File: config.mk
export PLATFORM = sky130hd
export DESIGN_NAME = temperature_zone_hysteresis_flat
export DESIGN_NICKNAME = d
export VERILOG_FILES = /design/src/thz_pkg.sv /design/src/thz_in_if.sv /design/src/thz_out_if.sv /design/src/thz_cfg_regs.sv /design/src/thz_classify.sv /design/src/temperature_zone_hysteresis.sv /design/src/flat_wrapper.sv
export SDC_FILE = /design/constraint.sdc
export NUM_CORES = 1
export LEC_CHECK = 0
export ABC_AREA = 0
export CAP_MARGIN = 5
export CORE_UTILIZATION = 40
export CTS_CLUSTER_DIAMETER = 100
export DETAILED_ROUTE_END_ITERATION = 12
export DONT_BUFFER_PORTS = 1
export GPL_ROUTABILITY_DRIVEN = 0
export PLACE_DENSITY = 0.51
export SYNTH_ARGS = -nofsm -noshare
export SYNTH_HDL_FRONTEND = slang
export SYNTH_HIERARCHICAL = 1
export SYNTH_SLANG_ARGS = --single-unit
File: constraint.sdc
create_clock -name clk_i -period 14.34 [get_ports clk_i]
set_input_delay 2.868 -clock clk_i [delete_from_list [all_inputs] [get_ports clk_i]]
set_output_delay 2.868 -clock clk_i [all_outputs]
set_load 0.02 [all_outputs]
File: src/thz_pkg.sv
// Package: zone codes, configuration types and reset values for the zone classifier.
package thz_pkg;

  localparam int unsigned TempW = 16;
  localparam int unsigned CfgIdxW = 3;

  typedef enum logic [2:0] {
    ZN_NONE = 3'd0,
    ZN_UT   = 3'd1,
    ZN_LT   = 3'd2,
    ZN_STL  = 3'd3,
    ZN_RT   = 3'd4,
    ZN_STH  = 3'd5,
    ZN_HT   = 3'd6,
    ZN_OT   = 3'd7
  } thz_zone_e;

  typedef enum logic [CfgIdxW-1:0] {
    REG_UNDER_TEMP = 3'd0,
    REG_LOW_TEMP   = 3'd1,
    REG_ROOM_LOW   = 3'd2,
    REG_ROOM_HIGH  = 3'd3,
    REG_HIGH_TEMP  = 3'd4,
    REG_OVER_TEMP  = 3'd5,
    REG_HYSTERESIS = 3'd6,
    REG_UNUSED     = 3'd7
  } thz_reg_e;

  typedef struct packed {
    logic [TempW-1:0] under_temp_limit;
    logic [TempW-1:0] low_temp_limit;
    logic [TempW-1:0] room_low_limit;
    logic [TempW-1:0] room_high_limit;
    logic [TempW-1:0] high_temp_limit;
    logic [TempW-1:0] over_temp_limit;
    logic [TempW-1:0] hysteresis;
  } thz_cfg_t;

  localparam thz_cfg_t CfgReset = '{
    under_temp_limit: 16'd2731,
    low_temp_limit:   16'd2831,
    room_low_limit:   16'd2881,
    room_high_limit:  16'd3181,
    high_temp_limit:  16'd3281,
    over_temp_limit:  16'd3331,
    hysteresis:       16'd50
  };

endpackage

File: src/thz_in_if.sv
// Interface: input channel carrying one temperature sample per item.
interface thz_in_if
  import thz_pkg::*;
();
  logic             valid;
  logic             ready;
  logic [TempW-1:0] temperature;

  modport source (output valid, output temperature, input ready);
  modport sink   (input valid, input temperature, output ready);
endinterface

File: src/thz_out_if.sv
// Interface: result channel carrying zone and suspend flag per item.
interface thz_out_if;
  logic       valid;
  logic       ready;
  logic [2:0] zone;
  logic       suspend;

  modport source (output valid, output zone, output suspend, input ready);
  modport sink   (input valid, input zone, input suspend, output ready);
endinterface

File: src/thz_cfg_regs.sv
// Configuration register bank: thresholds and hysteresis with write port.
module thz_cfg_regs
  import thz_pkg::*;
(
  input  logic               clk_i,
  input  logic               rst_ni,
  input  logic               cfg_we_i,
  input  logic [CfgIdxW-1:0] cfg_idx_i,
  input  logic [TempW-1:0]   cfg_wdata_i,
  output thz_cfg_t           cfg_o
);

  thz_cfg_t cfg_q, cfg_d;

  always_comb begin
    cfg_d = cfg_q;
    if (cfg_we_i) begin
      case (thz_reg_e'(cfg_idx_i))
        REG_UNDER_TEMP: cfg_d.under_temp_limit = cfg_wdata_i;
        REG_LOW_TEMP:   cfg_d.low_temp_limit   = cfg_wdata_i;
        REG_ROOM_LOW:   cfg_d.room_low_limit   = cfg_wdata_i;
        REG_ROOM_HIGH:  cfg_d.room_high_limit  = cfg_wdata_i;
        REG_HIGH_TEMP:  cfg_d.high_temp_limit  = cfg_wdata_i;
        REG_OVER_TEMP:  cfg_d.over_temp_limit  = cfg_wdata_i;
        REG_HYSTERESIS: cfg_d.hysteresis       = cfg_wdata_i;
        default:        cfg_d = cfg_q;
      endcase
    end
  end

  always_ff @(posedge clk_i or negedge rst_ni) begin
    if (!rst_ni) begin
      cfg_q <= CfgReset;
    end else begin
      cfg_q <= cfg_d;
    end
  end

  assign cfg_o = cfg_q;

endmodule

File: src/thz_classify.sv
// Zone classifier: next zone from sample, current zone and thresholds.
module thz_classify
  import thz_pkg::*;
(
  input  logic [TempW-1:0] temp_i,
  input  thz_zone_e        zone_i,
  input  thz_cfg_t         cfg_i,
  output thz_zone_e        zone_o
);

  localparam int unsigned SumW = TempW + 1;

  logic [SumW-1:0] t_ext;
  logic [SumW-1:0] t_plus_h;
  logic [SumW-1:0] ut_plus_h, lt_plus_h, rl_plus_h;
  logic            gt_ut_h, gt_lt_h, gt_rl_h;
  logic            lt_rh_h, lt_ht_h, lt_ot_h;
  logic            colder, hotter;
  thz_zone_e       try_low, try_std_low, try_high, try_std_high;

  // t < b - h is evaluated as t + h < b, so nothing goes negative
  assign t_ext     = {1'b0, temp_i};
  assign t_plus_h  = t_ext + {1'b0, cfg_i.hysteresis};
  assign ut_plus_h = {1'b0, cfg_i.under_temp_limit} + {1'b0, cfg_i.hysteresis};
  assign lt_plus_h = {1'b0, cfg_i.low_temp_limit} + {1'b0, cfg_i.hysteresis};
  assign rl_plus_h = {1'b0, cfg_i.room_low_limit} + {1'b0, cfg_i.hysteresis};

  assign gt_ut_h = t_ext > ut_plus_h;
  assign gt_lt_h = t_ext > lt_plus_h;
  assign gt_rl_h = t_ext > rl_plus_h;
  assign lt_rh_h = t_plus_h < {1'b0, cfg_i.room_high_limit};
  assign lt_ht_h = t_plus_h < {1'b0, cfg_i.high_temp_limit};
  assign lt_ot_h = t_plus_h < {1'b0, cfg_i.over_temp_limit};

  assign colder = (zone_i == ZN_UT) || (zone_i == ZN_LT) || (zone_i == ZN_STL);
  assign hotter = (zone_i == ZN_STH) || (zone_i == ZN_HT) || (zone_i == ZN_OT);

  assign try_low      = gt_ut_h ? ZN_LT  : zone_i;
  assign try_std_low  = gt_lt_h ? ZN_STL : try_low;
  assign try_high     = lt_ot_h ? ZN_HT  : zone_i;
  assign try_std_high = lt_ht_h ? ZN_STH : try_high;

  always_comb begin
    if (temp_i < cfg_i.under_temp_limit) begin
      zone_o = ZN_UT;
    end else if (temp_i < cfg_i.low_temp_limit) begin
      zone_o = (zone_i == ZN_UT) ? try_low : ZN_LT;
    end else if (temp_i < cfg_i.room_low_limit) begin
      zone_o = ((zone_i == ZN_UT) || (zone_i == ZN_LT)) ? try_std_low : ZN_STL;
    end else if (temp_i <= cfg_i.room_high_limit) begin
      if (colder) begin
        zone_o = gt_rl_h ? ZN_RT : try_std_low;
      end else if (hotter) begin
        zone_o = lt_rh_h ? ZN_RT : try_std_high;
      end else begin
        zone_o = ZN_RT;
      end
    end else if (temp_i <= cfg_i.high_temp_limit) begin
      zone_o = ((zone_i == ZN_HT) || (zone_i == ZN_OT)) ? try_std_high : ZN_STH;
    end else if (temp_i <= cfg_i.over_temp_limit) begin
      zone_o = (zone_i == ZN_OT) ? try_high : ZN_HT;
    end else begin
      zone_o = ZN_OT;
    end
  end

endmodule

File: src/temperature_zone_hysteresis.sv
// A sample waits in the sample register until the result register frees or drains.
// Throughput: one item per cycle while the result side is ready; the sample register
// and the result register form a two-stage pipeline, and the zone register doubles as
// the result payload. Reset: thresholds and hysteresis return to their defaults,
// zone to none, both pipeline stages empty.
module temperature_zone_hysteresis
  import thz_pkg::*;
(
  input  logic               clk_i,
  input  logic               rst_ni,
  input  logic               cfg_we_i,
  input  logic [CfgIdxW-1:0] cfg_idx_i,
  input  logic [TempW-1:0]   cfg_wdata_i,
  thz_in_if.sink             in_i,
  thz_out_if.source          out_o
);

  thz_cfg_t         cfg;
  logic             in_valid_q;
  logic [TempW-1:0] temp_q;
  logic             out_valid_q;
  thz_zone_e        zone_q, zone_d;
  logic             advance;

  thz_cfg_regs u_cfg (
    .clk_i       (clk_i),
    .rst_ni      (rst_ni),
    .cfg_we_i    (cfg_we_i),
    .cfg_idx_i   (cfg_idx_i),
    .cfg_wdata_i (cfg_wdata_i),
    .cfg_o       (cfg)
  );

  thz_classify u_classify (
    .temp_i (temp_q),
    .zone_i (zone_q),
    .cfg_i  (cfg),
    .zone_o (zone_d)
  );

  // move the held sample into the result register when it is free or drains
  assign advance    = in_valid_q && (!out_valid_q || out_o.ready);
  assign in_i.ready = !in_valid_q || advance;

  always_ff @(posedge clk_i or negedge rst_ni) begin
    if (!rst_ni) begin
      in_valid_q <= 1'b0;
    end else if (in_i.ready) begin
      in_valid_q <= in_i.valid;
    end
  end

  always_ff @(posedge clk_i) begin
    if (in_i.ready && in_i.valid) begin
      temp_q <= in_i.temperature;
    end
  end

  always_ff @(posedge clk_i or negedge rst_ni) begin
    if (!rst_ni) begin
      out_valid_q <= 1'b0;
      zone_q      <= ZN_NONE;
    end else begin
      if (advance) begin
        out_valid_q <= 1'b1;
        zone_q      <= zone_d;
      end else if (out_o.ready) begin
        out_valid_q <= 1'b0;
      end
    end
  end

  assign out_o.valid   = out_valid_q;
  assign out_o.zone    = zone_q;
  assign out_o.suspend = (zone_q == ZN_UT) || (zone_q == ZN_OT);

  a_advance_shows_result: assert property (@(posedge clk_i) disable iff (!rst_ni)
    advance |=> out_o.valid)
    else $error("result missing after pipeline advance");

  a_stall_holds_zone: assert property (@(posedge clk_i) disable iff (!rst_ni)
    (in_valid_q && out_valid_q && !out_o.ready) |=> (in_valid_q && $stable(zone_q)))
    else $error("zone or held sample changed during stall");

  a_result_has_zone: assert property (@(posedge clk_i) disable iff (!rst_ni)
    out_valid_q |-> (zone_q != ZN_NONE))
    else $error("result delivered with no zone");

  a_empty_stage_ready: assert property (@(posedge clk_i) disable iff (!rst_ni)
    !in_valid_q |-> in_i.ready)
    else $error("empty sample stage refuses an item");

endmodule

File: src/flat_wrapper.sv
// flat-port wrapper written by rule: the top's interface ports become plain ports
module temperature_zone_hysteresis_flat import thz_pkg::*;
  (clk_i, rst_ni, cfg_we_i, cfg_idx_i, cfg_wdata_i, in_i_valid, in_i_temperature, in_i_ready, out_o_valid, out_o_zone, out_o_suspend, out_o_ready);
  thz_in_if in_i_i ();
  thz_out_if out_o_i ();
  input  logic clk_i;
  input  logic rst_ni;
  input  logic cfg_we_i;
  input  logic [CfgIdxW-1:0] cfg_idx_i;
  input  logic [TempW-1:0] cfg_wdata_i;
  input wire logic [$bits(in_i_i.valid)-1:0] in_i_valid;
  input wire logic [$bits(in_i_i.temperature)-1:0] in_i_temperature;
  output wire logic [$bits(in_i_i.ready)-1:0] in_i_ready;
  output wire logic [$bits(out_o_i.valid)-1:0] out_o_valid;
  output wire logic [$bits(out_o_i.zone)-1:0] out_o_zone;
  output wire logic [$bits(out_o_i.suspend)-1:0] out_o_suspend;
  input wire logic [$bits(out_o_i.ready)-1:0] out_o_ready;
  assign in_i_i.valid = in_i_valid;
  assign in_i_i.temperature = in_i_temperature;
  assign in_i_ready = in_i_i.ready;
  assign out_o_valid = out_o_i.valid;
  assign out_o_zone = out_o_i.zone;
  assign out_o_suspend = out_o_i.suspend;
  assign out_o_i.ready = out_o_ready;
  temperature_zone_hysteresis u_core (.clk_i(clk_i), .rst_ni(rst_ni), .cfg_we_i(cfg_we_i), .cfg_idx_i(cfg_idx_i), .cfg_wdata_i(cfg_wdata_i), .in_i(in_i_i), .out_o(out_o_i));
endmodule
==> impl_metrics.tcl <==
set metrics [dict create \
    synth-seq-area-share_pct 28.36 \
    drtIter0Drc 419 \
    postCtsHoldBufs 0 \
    synth_area_sq_mm 0.01219 \
    antenna_found_initial 1 \
    wl_per_cell_um 20.27 \
    rr_endpoint "u_core/out_o.zone[0]" \
    rrSetupSlack_ps 8870 \
    grt_pass1_vias 9289 \
    clkSlewWorstSetupHoldPaths_ps 50 \
    synth_edf_count 16 \
    cts_tree "yes" \
    via_per_inst 5.569 \
    tightest_slew_ps 1180 \
    postCtsSetupBuffers 0 \
    synth_nets 1498 \
    finClkSkew_ps 11.00 \
    drc 0 \
    end_kind "output pin" \
    required_ps 11470 \
    avgSynthCellArea_sq_um 10.13 \
    grt-ovfl-total 0 \
    grt_usage_pct 22.00 \
    p_leak_uw 0.006355 \
    multiInputGateArea_sq_mm 0.008229 \
    fmax_mhz 165.7 \
    synth_cell_types 71 \
    status "completed" \
    synth_seq_cells 133 \
    synthFlopType "dfrtp_1" \
    peakVddDrop_mv 0.07507 \
    hold_violations 0 \
    setup_viol 0 \
    slew_headroom_pct 20.31 \
    period_minus_slack_ps 6034 \
    firstDrtPassIters 5 \
    cp.arrival_ps 3170 \
    cts-buffers-inserted 17 \
    ant_nets 0 \
    path_cells "nand3b_1" \
    num_rows 63 \
    area_growth_pct 8.948 \
    path_class "primary input to output pin" \
    cpPeakStageDelay_ps 300 \
    nets 1512 \
    grt_pass1_wl_um 51190 \
    hold_class "flop to flop" \
    numPortBuffers 0 \
    maxCapViolCount 0 \
    r2r_start "u_core/temp_q[1]" \
    slew_violations 0 \
    layout-drive-gt1-share_pct 17.38 \
    yosys-top-cells-count "250 x ha_1, 118 x inv_1, 101 x mux2_2" \
    cp-endpoint "in_i_ready" \
    start_util_pct 40.92 \
    cts.sinks 133 \
    cts_resized 0 \
    power.density_mw_per_mm2 171.4 \
    rsz0062_at_grt "no" \
    min_period_over_period_pct 42.08 \
    die_y_um 176.6 \
    seq_area_sq_mm 0.003458 \
    root_buffer "clkbuf_16" \
    start_kind "primary input" \
    core_sq_mm 0.02980 \
    clock_latency_ps 430 \
    cp.depth 1 \
    fill_cells 2898 \
    worstSetupStartpoint "out_o_ready" \
    cts_buffer_depth 2 \
    synth.area.top_cells "ha_1 26%, dfrtp_1 16%, mux2_2 9.3%, dfstp_2 8.6%, edfxtp_1 3.9%" \
    critPathTopFamily "simple AND/OR/NAND/NOR gates" \
    fin_setup_tns_ps 0 \
    synth_warnings 6 \
    synth_top_area_share_pct 25.65 \
    yosysMostFrequentCell "ha_1" \
    whs_ps 505.5 \
    synthArstFlopShare_pct 87.97 \
    routed_wl_um 32880 \
    hpwl_um 25290 \
    rr_worst_depth 22 \
    crit_path_top_delay_cell "nand3b_1" \
    netlist_instances 1204 \
    die_area_sq_mm 0.03118 \
    fp.dieW_um 176.6 \
    crit_buf_inv 0 \
    grt_max_degree 118 \
    num_vias 9033 \
    io_pins 46 \
    path_max_fanout 3 \
    htreeDepth 4 \
    yosys.area.top_type "ha_1" \
]
==> cells by family after synthesis <==
group | synth area share, %
XOR/XNOR | 3.807
AO/OA/AOI/OAI | 15.50
multiplexers | 11.02
AND/OR/NAND/NOR | 10.49
buffers and inverters | 4.515
adder cells (fa/ha/maj) | 26.31
flip-flops | 28.36
==> flip-flops by register name (all words and copies together), names as in the netlist <==
name / cells
u_core/out_o.valid: 1
u_core/in_valid_q: 1
u_core/u_cfg/cfg_o: 112
u_core/out_o.zone: 3
u_core/temp_q: 16
==> worst min path at each step <==
stage	from	slack, ps	end	cells after the start
floorplan	u_core/u_cfg/cfg_o[18]	480	u_core/u_cfg/cfg_o[18]	1
global placement	u_core/u_cfg/cfg_o[63]	490	u_core/u_cfg/cfg_o[63]	1
detailed placement	u_core/u_cfg/cfg_o[22]	490	u_core/u_cfg/cfg_o[22]	1
CTS	u_core/u_cfg/cfg_o[22]	510	u_core/u_cfg/cfg_o[22]	1
global route	u_core/u_cfg/cfg_o[22]	520	u_core/u_cfg/cfg_o[22]	1
finish	u_core/u_cfg/cfg_o[22]	510	u_core/u_cfg/cfg_o[22]	1
==> metrics by stage <==
| stage | setup WS, ps | utilization (%) | std cells | total power, uW | area [sq um] |
|---|---|---|---|---|---|
| after floorplan | 8326 | - | 1204 | 1523 | 12190 |
| after global placement | 8316 | 42.60 | 1589 | 1814 | 12690 |
| after detailed placement | 8305 | 42.60 | 1589 | 1833 | 12690 |
| after CTS | 8303 | 44.57 | 1621 | 2293 | 13280 |
| after global routing | 8292 | 44.57 | 1621 | 2485 | 13280 |
| final | 8306 | 44.58 | 1622 | 2278 | 13280 |
==> placed cells by master, fill, tap and decap left out, drive strengths merged, types with 5 or more instances in the layout <==
cell type | netlist | final
a2111oi | 7 | 7
a211o | 8 | 8
a211oi | 19 | 19
a21boi | 6 | 6
a21o | 53 | 53
a21oi | 68 | 68
a31oi | 7 | 7
and3 | 6 | 6
and4 | 7 | 7
buf | 14 | 10
clkbuf | 1 | 20
clkinv | 0 | 7
dfrtp | 77 | 77
dfstp | 40 | 40
edfxtp | 16 | 16
ha | 250 | 250
inv | 118 | 118
mux2 | 115 | 115
nand2 | 44 | 44
nand2b | 17 | 17
nand3 | 17 | 17
nand4 | 26 | 26
nor2 | 58 | 58
nor2b | 16 | 16
nor3 | 13 | 13
o211ai | 5 | 5
o21a | 12 | 12
o21ai | 50 | 50
o21bai | 8 | 8
o31ai | 6 | 6
or2 | 5 | 5
xnor2 | 27 | 27
xor2 | 26 | 26
==> layout make-up <==
class | instances | area share [%]
Antenna cell | 1 | 0.01884
Clock buffer | 20 | 3.438
Clock inverter | 12 | 0.9890
Inverter | 118 | 3.334
Multi-Input combinational cell | 938 | 61.95
Sequential cell | 133 | 26.03
Tap cell | 390 | 3.673
Timing Repair Buffer | 10 | 0.5651
==> routing by layer <==
| metal | wire, um | track usage, % | vias up |
|---|---|---|---|
| met5 | 0 | 0 | - |
| met4 | 771 | 7.399 | 0 |
| met3 | 599 | 2.885 | 28 |
| met2 | 15940 | 37.83 | 89 |
| met1 | 15570 | 28.23 | 4425 |
| li1 | - | - | 4491 |
==> power breakdown <==
| part | internal [uW] | total [uW] | leakage (uW) | switching (uW) |
|---|---|---|---|---|
| Combinational | 584 | 1260 | 0.00458 | 681 |
| Clock | 265 | 444 | 0.000280 | 179 |
| Sequential | 478 | 568 | 0.00150 | 90.7 |
Power figures use the tool's default switching activity.
